<file path="src/rtl/fsa_pkg.sv">
// Shared types and codes for the fallback schedule alarm.
`timescale 1ns / 1ps

package fsa_pkg;

  localparam logic [1:0] ACT_TICK      = 2'd0;
  localparam logic [1:0] ACT_HEARTBEAT = 2'd1;
  localparam logic [1:0] ACT_HEADER    = 2'd2;
  localparam logic [1:0] ACT_ENTRY     = 2'd3;

  localparam logic [7:0] CFG_LOST_AFTER   = 8'd0;
  localparam logic [7:0] CFG_REFIRE_GUARD = 8'd1;

  localparam logic [15:0] LOST_AFTER_RESET   = 16'd60;
  localparam logic [7:0]  REFIRE_GUARD_RESET = 8'd65;
  localparam logic [7:0]  NO_SCHEDULE_DAY    = 8'hFF;
  localparam int          WRITE_SLOTS        = 16;

  typedef struct packed {
    logic [4:0] hour;
    logic [5:0] minute;
    logic [7:0] track;
    logic [7:0] volume;
    logic [3:0] loops;
    logic       enabled;
  } slot_t;

  typedef struct packed {
    logic       en;
    logic [3:0] index;
    slot_t      slot;
  } slot_wr_t;

  typedef struct packed {
    logic       valid;
    logic       found;
    logic [7:0] track;
    logic [7:0] volume;
    logic [3:0] loops;
    logic [3:0] entry;
  } token_t;

endpackage

</file>
<file path="src/rtl/fsa_cell.sv">
// One table slot of the alarm chain; matches the search token as it passes.
`timescale 1ns / 1ps

module fsa_cell
  import fsa_pkg::*;
#(
  parameter int INDEX = 0,
  parameter int CNT_W = 5
) (
  input  logic             clk,
  input  logic             rst,
  input  slot_wr_t         wr,
  input  logic [4:0]       hour,
  input  logic [5:0]       minute,
  input  logic [CNT_W-1:0] count,
  input  token_t           tin,
  output token_t           tout
);

  slot_t slot;
  logic  selected;
  logic  hit;

  assign selected = (INDEX < WRITE_SLOTS) && (wr.index == 4'(INDEX));
  assign hit = tin.valid && !tin.found && slot.enabled && (slot.hour == hour) &&
               (slot.minute == minute) && (count > CNT_W'(INDEX));

  always_ff @(posedge clk) begin
    if (wr.en && selected) begin
      slot <= wr.slot;
    end
  end

  always_ff @(posedge clk) begin
    if (rst) begin
      tout.valid <= 1'b0;
      tout.found <= 1'b0;
    end else begin
      tout.valid <= tin.valid;
      tout.found <= tin.found || hit;
    end
    // take the first hit, pass everything else along
    if (hit) begin
      tout.track  <= slot.track;
      tout.volume <= slot.volume;
      tout.loops  <= slot.loops;
      tout.entry  <= 4'(INDEX);
    end else begin
      tout.track  <= tin.track;
      tout.volume <= tin.volume;
      tout.loops  <= tin.loops;
      tout.entry  <= tin.entry;
    end
  end

endmodule

</file>
<file path="src/rtl/fallback_schedule_alarm.sv">
// Top level: time-of-day clock, heartbeat watch and a chain of alarm slots.
//
//  channel | handshake            | payload
//  --------+----------------------+--------------------------------------------
//  item    | start, busy          | action, time_*, entry_*, header_*
//  result  | strobe (one cycle)   | play_track, play_volume, play_loops, play_entry
//  config  | cfg_valid, cfg_ready | cfg_index, cfg_data
//
// Heartbeat, header and entry items finish in the idle state. A tick goes to
// an evaluate state and, when the fire conditions hold, to a scan state: one
// search token walks the slot chain one cell per cycle, and a hit gives the strobe.
// Reset (rst, synchronous) clears clock, counters and schedule header; table
// slots hold garbage until written. The receiver cannot stall the result.
`timescale 1ns / 1ps

module fallback_schedule_alarm
  import fsa_pkg::*;
#(
  parameter int MAX_ENTRIES = 16
) (
  input  logic        clk,
  input  logic        rst,
  input  logic        start,
  output logic        busy,
  input  logic [1:0]  action,
  input  logic [4:0]  time_hour,
  input  logic [5:0]  time_minute,
  input  logic [5:0]  time_second,
  input  logic        time_valid,
  input  logic [3:0]  entry_index,
  input  logic [7:0]  entry_track,
  input  logic [7:0]  entry_volume,
  input  logic [3:0]  entry_loops,
  input  logic        entry_enabled,
  input  logic [7:0]  header_day,
  input  logic [7:0]  header_count,
  output logic        strobe,
  output logic [7:0]  play_track,
  output logic [7:0]  play_volume,
  output logic [3:0]  play_loops,
  output logic [3:0]  play_entry,
  input  logic        cfg_valid,
  output logic        cfg_ready,
  input  logic [7:0]  cfg_index,
  input  logic [15:0] cfg_data
);

  localparam int CNT_W = $clog2(MAX_ENTRIES + 1);

  localparam logic [1:0] S_IDLE = 2'd0;
  localparam logic [1:0] S_EVAL = 2'd1;
  localparam logic [1:0] S_SCAN = 2'd2;

  logic [1:0]       state;
  logic [15:0]      lost_after;
  logic [7:0]       refire_guard;
  logic [4:0]       clock_hour;
  logic [5:0]       clock_minute;
  logic [5:0]       clock_second;
  logic             clock_valid;
  logic [15:0]      silent_seconds;
  logic [10:0]      fired_key;
  logic             fired_key_valid;
  logic [7:0]       fired_age;
  logic [7:0]       schedule_day;
  logic [CNT_W-1:0] entry_count;

  logic             accept;
  logic [10:0]      clock_key;
  logic             guard_block;
  logic             launch;
  logic [CNT_W-1:0] count_next;
  slot_wr_t         wr;
  token_t           tok [MAX_ENTRIES+1];

  assign accept    = start && !busy;
  assign busy      = (state != S_IDLE);
  assign cfg_ready = 1'b1;

  assign clock_key   = ({6'd0, clock_hour} * 11'd60) + {5'd0, clock_minute};
  assign guard_block = fired_key_valid && (fired_key == clock_key) &&
                       (fired_age < refire_guard);
  assign launch = (state == S_EVAL) && (silent_seconds >= lost_after) &&
                  (entry_count != '0) && (schedule_day != NO_SCHEDULE_DAY) &&
                  clock_valid && !guard_block;

  assign count_next = ({24'd0, header_count} > MAX_ENTRIES) ? CNT_W'(MAX_ENTRIES)
                                                            : CNT_W'(header_count);

  assign wr.en          = accept && (action == ACT_ENTRY);
  assign wr.index       = entry_index;
  assign wr.slot.hour   = time_hour;
  assign wr.slot.minute = time_minute;
  assign wr.slot.track  = entry_track;
  assign wr.slot.volume = entry_volume;
  assign wr.slot.loops  = entry_loops;
  assign wr.slot.enabled = entry_enabled;

  assign tok[0].valid  = launch;
  assign tok[0].found  = 1'b0;
  assign tok[0].track  = '0;
  assign tok[0].volume = '0;
  assign tok[0].loops  = '0;
  assign tok[0].entry  = '0;

  for (genvar i = 0; i < MAX_ENTRIES; i++) begin : g_cell
    fsa_cell #(
      .INDEX (i),
      .CNT_W (CNT_W)
    ) u_cell (
      .clk    (clk),
      .rst    (rst),
      .wr     (wr),
      .hour   (clock_hour),
      .minute (clock_minute),
      .count  (entry_count),
      .tin    (tok[i]),
      .tout   (tok[i+1])
    );
  end

  always_ff @(posedge clk) begin
    if (rst) begin
      lost_after   <= LOST_AFTER_RESET;
      refire_guard <= REFIRE_GUARD_RESET;
    end else if (cfg_valid && cfg_ready) begin
      if (cfg_index == CFG_LOST_AFTER) begin
        lost_after <= cfg_data;
      end else if (cfg_index == CFG_REFIRE_GUARD) begin
        refire_guard <= cfg_data[7:0];
      end
    end
  end

  always_ff @(posedge clk) begin
    if (rst) begin
      state           <= S_IDLE;
      clock_hour      <= '0;
      clock_minute    <= '0;
      clock_second    <= '0;
      clock_valid     <= 1'b0;
      silent_seconds  <= '0;
      fired_key       <= '0;
      fired_key_valid <= 1'b0;
      fired_age       <= '0;
      schedule_day    <= NO_SCHEDULE_DAY;
      entry_count     <= '0;
      strobe          <= 1'b0;
    end else begin
      strobe <= 1'b0;
      case (state)
        S_IDLE: begin
          if (accept) begin
            case (action)
              ACT_TICK: begin
                // advance clock, wrap at midnight
                if (clock_valid) begin
                  if (clock_second < 6'd59) begin
                    clock_second <= clock_second + 6'd1;
                  end else begin
                    clock_second <= '0;
                    if (clock_minute < 6'd59) begin
                      clock_minute <= clock_minute + 6'd1;
                    end else begin
                      clock_minute <= '0;
                      clock_hour   <= (clock_hour < 5'd23) ? clock_hour + 5'd1 : 5'd0;
                    end
                  end
                end
                if (silent_seconds != 16'hFFFF) begin
                  silent_seconds <= silent_seconds + 16'd1;
                end
                if (fired_age != 8'hFF) begin
                  fired_age <= fired_age + 8'd1;
                end
                state <= S_EVAL;
              end
              ACT_HEARTBEAT: begin
                silent_seconds <= '0;
                if (time_valid && (time_hour <= 5'd23) && (time_minute <= 6'd59) &&
                    (time_second <= 6'd59)) begin
                  clock_hour   <= time_hour;
                  clock_minute <= time_minute;
                  clock_second <= time_second;
                  clock_valid  <= 1'b1;
                end
              end
              ACT_HEADER: begin
                schedule_day <= header_day;
                entry_count  <= count_next;
              end
              default: begin
                // slot write happens inside the cells
              end
            endcase
          end
        end
        S_EVAL: begin
          state <= launch ? S_SCAN : S_IDLE;
        end
        S_SCAN: begin
          if (tok[MAX_ENTRIES].valid) begin
            state <= S_IDLE;
            if (tok[MAX_ENTRIES].found) begin
              strobe          <= 1'b1;
              fired_key       <= clock_key;
              fired_key_valid <= 1'b1;
              fired_age       <= '0;
            end
          end
        end
        default: begin
          state <= S_IDLE;
        end
      endcase
    end
  end

  always_ff @(posedge clk) begin
    if ((state == S_SCAN) && tok[MAX_ENTRIES].valid && tok[MAX_ENTRIES].found) begin
      play_track  <= tok[MAX_ENTRIES].track;
      play_volume <= tok[MAX_ENTRIES].volume;
      play_loops  <= tok[MAX_ENTRIES].loops;
      play_entry  <= tok[MAX_ENTRIES].entry;
    end
  end

endmodule

</file>
<file path="config.mk">
export PLATFORM = sky130hd
export DESIGN_NAME = fallback_schedule_alarm
export DESIGN_NICKNAME = d
export VERILOG_FILES = /design/src/rtl/fsa_pkg.sv /design/src/rtl/fsa_cell.sv /design/src/rtl/fallback_schedule_alarm.sv
export SDC_FILE = /design/constraint.sdc
export NUM_CORES = 1
export LEC_CHECK = 0
export ABC_AREA = 1
export BUFFER_PORTS_ARGS = -buffer_cell sky130_fd_sc_hd__buf_2
export CORE_ASPECT_RATIO = 0.9
export CORE_UTILIZATION = 65
export CTS_CLUSTER_DIAMETER = 120
export DETAILED_ROUTE_END_ITERATION = 8
export HOLD_SLACK_MARGIN = 0.02
export PLACE_DENSITY = 0.83
export SLEW_MARGIN = 20
export SYNTH_ARGS = -nofsm -noshare
export SYNTH_HDL_FRONTEND = slang
export SYNTH_SLANG_ARGS = --single-unit
</file>
<file path="constraint.sdc">
create_clock -name clk -period 10 [get_ports clk]
set_input_delay 0.5 -clock clk [delete_from_list [all_inputs] [get_ports clk]]
set_output_delay 0.5 -clock clk [all_outputs]
set_load 0.02 [all_outputs]
</file>
==> results.cfg <==
[sta]
rsz0062_at_grt = false
relSlewSlack = 0.290
finalCritPeriodShare = 0.493
final-hold-violation-count = 0
finClkSkew_ps = 20.0
fin_crit_ps = 4930
max_freq_mhz = 203
slew_viol_final = 0
setup_tns_ps = 0
whs_ps = 63.3
tightest_slew_ps = 1060
finalSetupViolCount = 0

[cts]
cts-buffers-inserted = 93
cts_hold_buf = 0
clock_path_buffers = 3
post_cts_resized = 0
clkSlewWorstSetupHoldPaths_ps = 60
insertion_delay_ps = 650
cts.sinks = 1031
cts_tree = yes
cts_setup_buffers = 0
htreeDepth = 3
cts_root_buffer = clkbuf_16

[final_layout]
final_area_sq_um = 41400
syn_to_final_growth_pct = 11.6
final_layout_size_suffix_gt1_frac = 0.121
utilization = 0.738
fin_nets = 3504
fillCellCount = 3539
diodes = 0

[floorplan]
die-area_sq_um = 58000
ioPinCount = 116
num_rows = 82
core_sq_um = 56000
fp.dieW_um = 254
initial_core_util = 0.661
die_height_um = 228

[global_routing]
grt_max_degree = 65
grt_pass1_vias = 23300
grt_overflow = 0
grt_use_total = 0.278
grt_pass1_wl_um = 124000
antenna_found_initial = 1

[synth]
synth_xor_area_frac = 0.0246
synthesis.nets = 3367
synth_top_family_by_area = simple AND/OR/NAND/NOR gates
synthArstFlopShare = 0
synth_seq_cells = 1031
synth_fa_ha_area_frac = 0.0195
synth-main-ff-cell = edfxtp_1
yosysUniqueCellTypes = 63
synth.area.mux_share = 0.0209
yosysSeqAreaShare = 0.702
synthSimpleGateAreaFrac = 0.153
netlist_area_sq_um = 37100
synth-compound-area-share = 0.0415
synth_edf_count = 536
yosys_warnings = 0
synthCells = 3225
avgSynthCellArea_sq_um = 11.5

[route]
vias = 23200
drc_errors = 0
viasPerCell = 5.53
ant_nets = 0
drt_pre_antenna_iters = 7
routedWlPerCell_um = 18.8
routed_wl_um = 79000
drt_first_iter_violations = 2073

[setup_path]
endpoint_kind = flop
rr_worst_depth = 20
reg2reg_slack_ps = 5070
cp_data_arrival_time_ps = 5490
cp_max_fo = 20
crit_chain = fa_1 -> fa_1 -> inv_1 -> fa_1 -> inv_1 -> ha_1 -> nand2_1 -> nor2_1 -> nor2_1 -> nor2_1 -> nand2_1 -> nor2_1 -> nand2_1 -> nand2_1 -> nand3_1 -> nand2_1 -> nor2_1 -> nand2_1 -> nand3_2 -> nor2_1
r2r_start = clock_hour[2]
criticalPathCategory = flop to flop
critPathLaunchType = flop
crit_start = clock_hour[2]
required_ps = 10560
cpPeakStageDelay_ps = 850
critPathSlowestCell = dfxtp_1

[placed_design]
dpl-instance-area_sq_um = 38300
gp_congestion = 0.881
dp_hpwl_um = 50500
io_buffer_count = 114

[power]
p_total_mw = 8.13
power_density_nw_per_um2 = 197
leakage_nw = 16.9
ir_drop_mv = 0.217

[run_status]
status = finished, final reports clean

[job]
cap_viol_max_count = 0

[hold_path]
min_from = header_day[2]
hold_depth = 3
min_path_type = input port to flop
## cell families (layout without fill, tap and decap cells)
kind of cell,Yosys count,in the layout
buffers and inverters,337,550
AOI/OAI and AO/OA,260,260
xor gates and xnor gates,104,104
DFF,1031,1031
other,1,1
and+or+nand+nor,1379,1379
adders and majority gates,53,53
muxes,60,60
## report_power, final
group	internal (mW)	leakage, nW	total, mW	switching, mW
clock	2.00	1.51	3.50	1.50
combinational	0.0419	6.52	0.170	0.128
sequential	4.45	8.85	4.47	0.0105
total	6.50	16.9	8.13	1.64
## critical path: cells and delay by family, from the launching register on
kind | cells | cell delay, ps
simple gates | 14 | 1940
fa+ha+maj | 4 | 1910
flops | 1 | 850
buf+inv | 2 | 100
## cell type report
class | instances | area, sq um | area share
multi-input cells | 1857 | 9670 | 0.234
inverters | 229 | 865 | 0.0209
clock buffers | 137 | 2770 | 0.0669
well taps | 756 | 946 | 0.0229
clock inverters | 34 | 273 | 0.00659
flip-flops and latches | 1031 | 26000 | 0.629
repair buffers | 150 | 841 | 0.0203
## Yosys cell counts (all sizes together), types with 14 or more instances
cell type	count	area [sq um]
nand2	950	3580
edfxtp	536	16100
dfxtp	495	9910
inv	225	850
nor2	197	747
nand3	122	616
o21ai	89	445
a21oi	87	435
buf	68	428
mux2	60	773
xnor2	52	455
xor2	52	455
ha	45	563
clkbuf	40	150
nor4	26	184
nand4	24	150
nor3	24	136
or2	23	144
o22ai	17	106
o211ai	14	105
## state kept, by name, indices dropped and copies added (netlist names)
| register | cells |
|---|---|
| refire_guard | 8 |
| lost_after | 16 |
| g_cell.u_cell.tout | 401 |
| strobe | 1 |
| state | 2 |
| play_loops | 4 |
| entry_count | 5 |
| play_entry | 4 |
| clock_second | 6 |
| silent_seconds | 16 |
| fired_key_valid | 1 |
| schedule_day | 8 |
| play_track | 8 |
| play_volume | 8 |
| clock_hour | 5 |
| fired_age | 8 |
| clock_valid | 1 |
| clock_minute | 6 |
| fired_key | 11 |
| g_cell.u_cell.slot | 512 |
## worst paths after layout
path	endpoint
max	g_cell[0].u_cell.tout[14]
min	schedule_day[2]
max reg2reg	g_cell[0].u_cell.tout[14]
min reg2reg	play_entry[0]
## routing by layer
| metal | up-vias | GRT usage | share of wire |
|---|---|---|---|
| li1 | 11000 | - | - |
| met1 | 11100 | 0.366 | 0.40 |
| met2 | 907 | 0.474 | 0.49 |
| met3 | 157 | 0.0442 | 0.081 |
| met4 | 0 | 0.0892 | 0.025 |
| met5 | - | 0 | 0 |
## cells in the final DEF, fill, tap and decap left out, types with 24 or more instances in the layout
cell       instances
inv_1            211
a21oi_1           87
mux2_2            28
nand4_1           24
nand2_1          947
buf_2            114
dfxtp_1          495
nand3_1          121
buf_4             36
xor2_1            52
clkbuf_16         97
nor2_1           178
o21ai_0           87
ha_1              45
mux2_4            26
xnor2_1           52
edfxtp_1         536
## through the flow
stage	instances	worst slack [ps]
detailed placement	4023	5100
finish	4194	5070
floorplan	3225	6400
CTS	4194	5080
global route	4194	4670
global placement	4023	5280
Power figures use the tool's default switching activity.
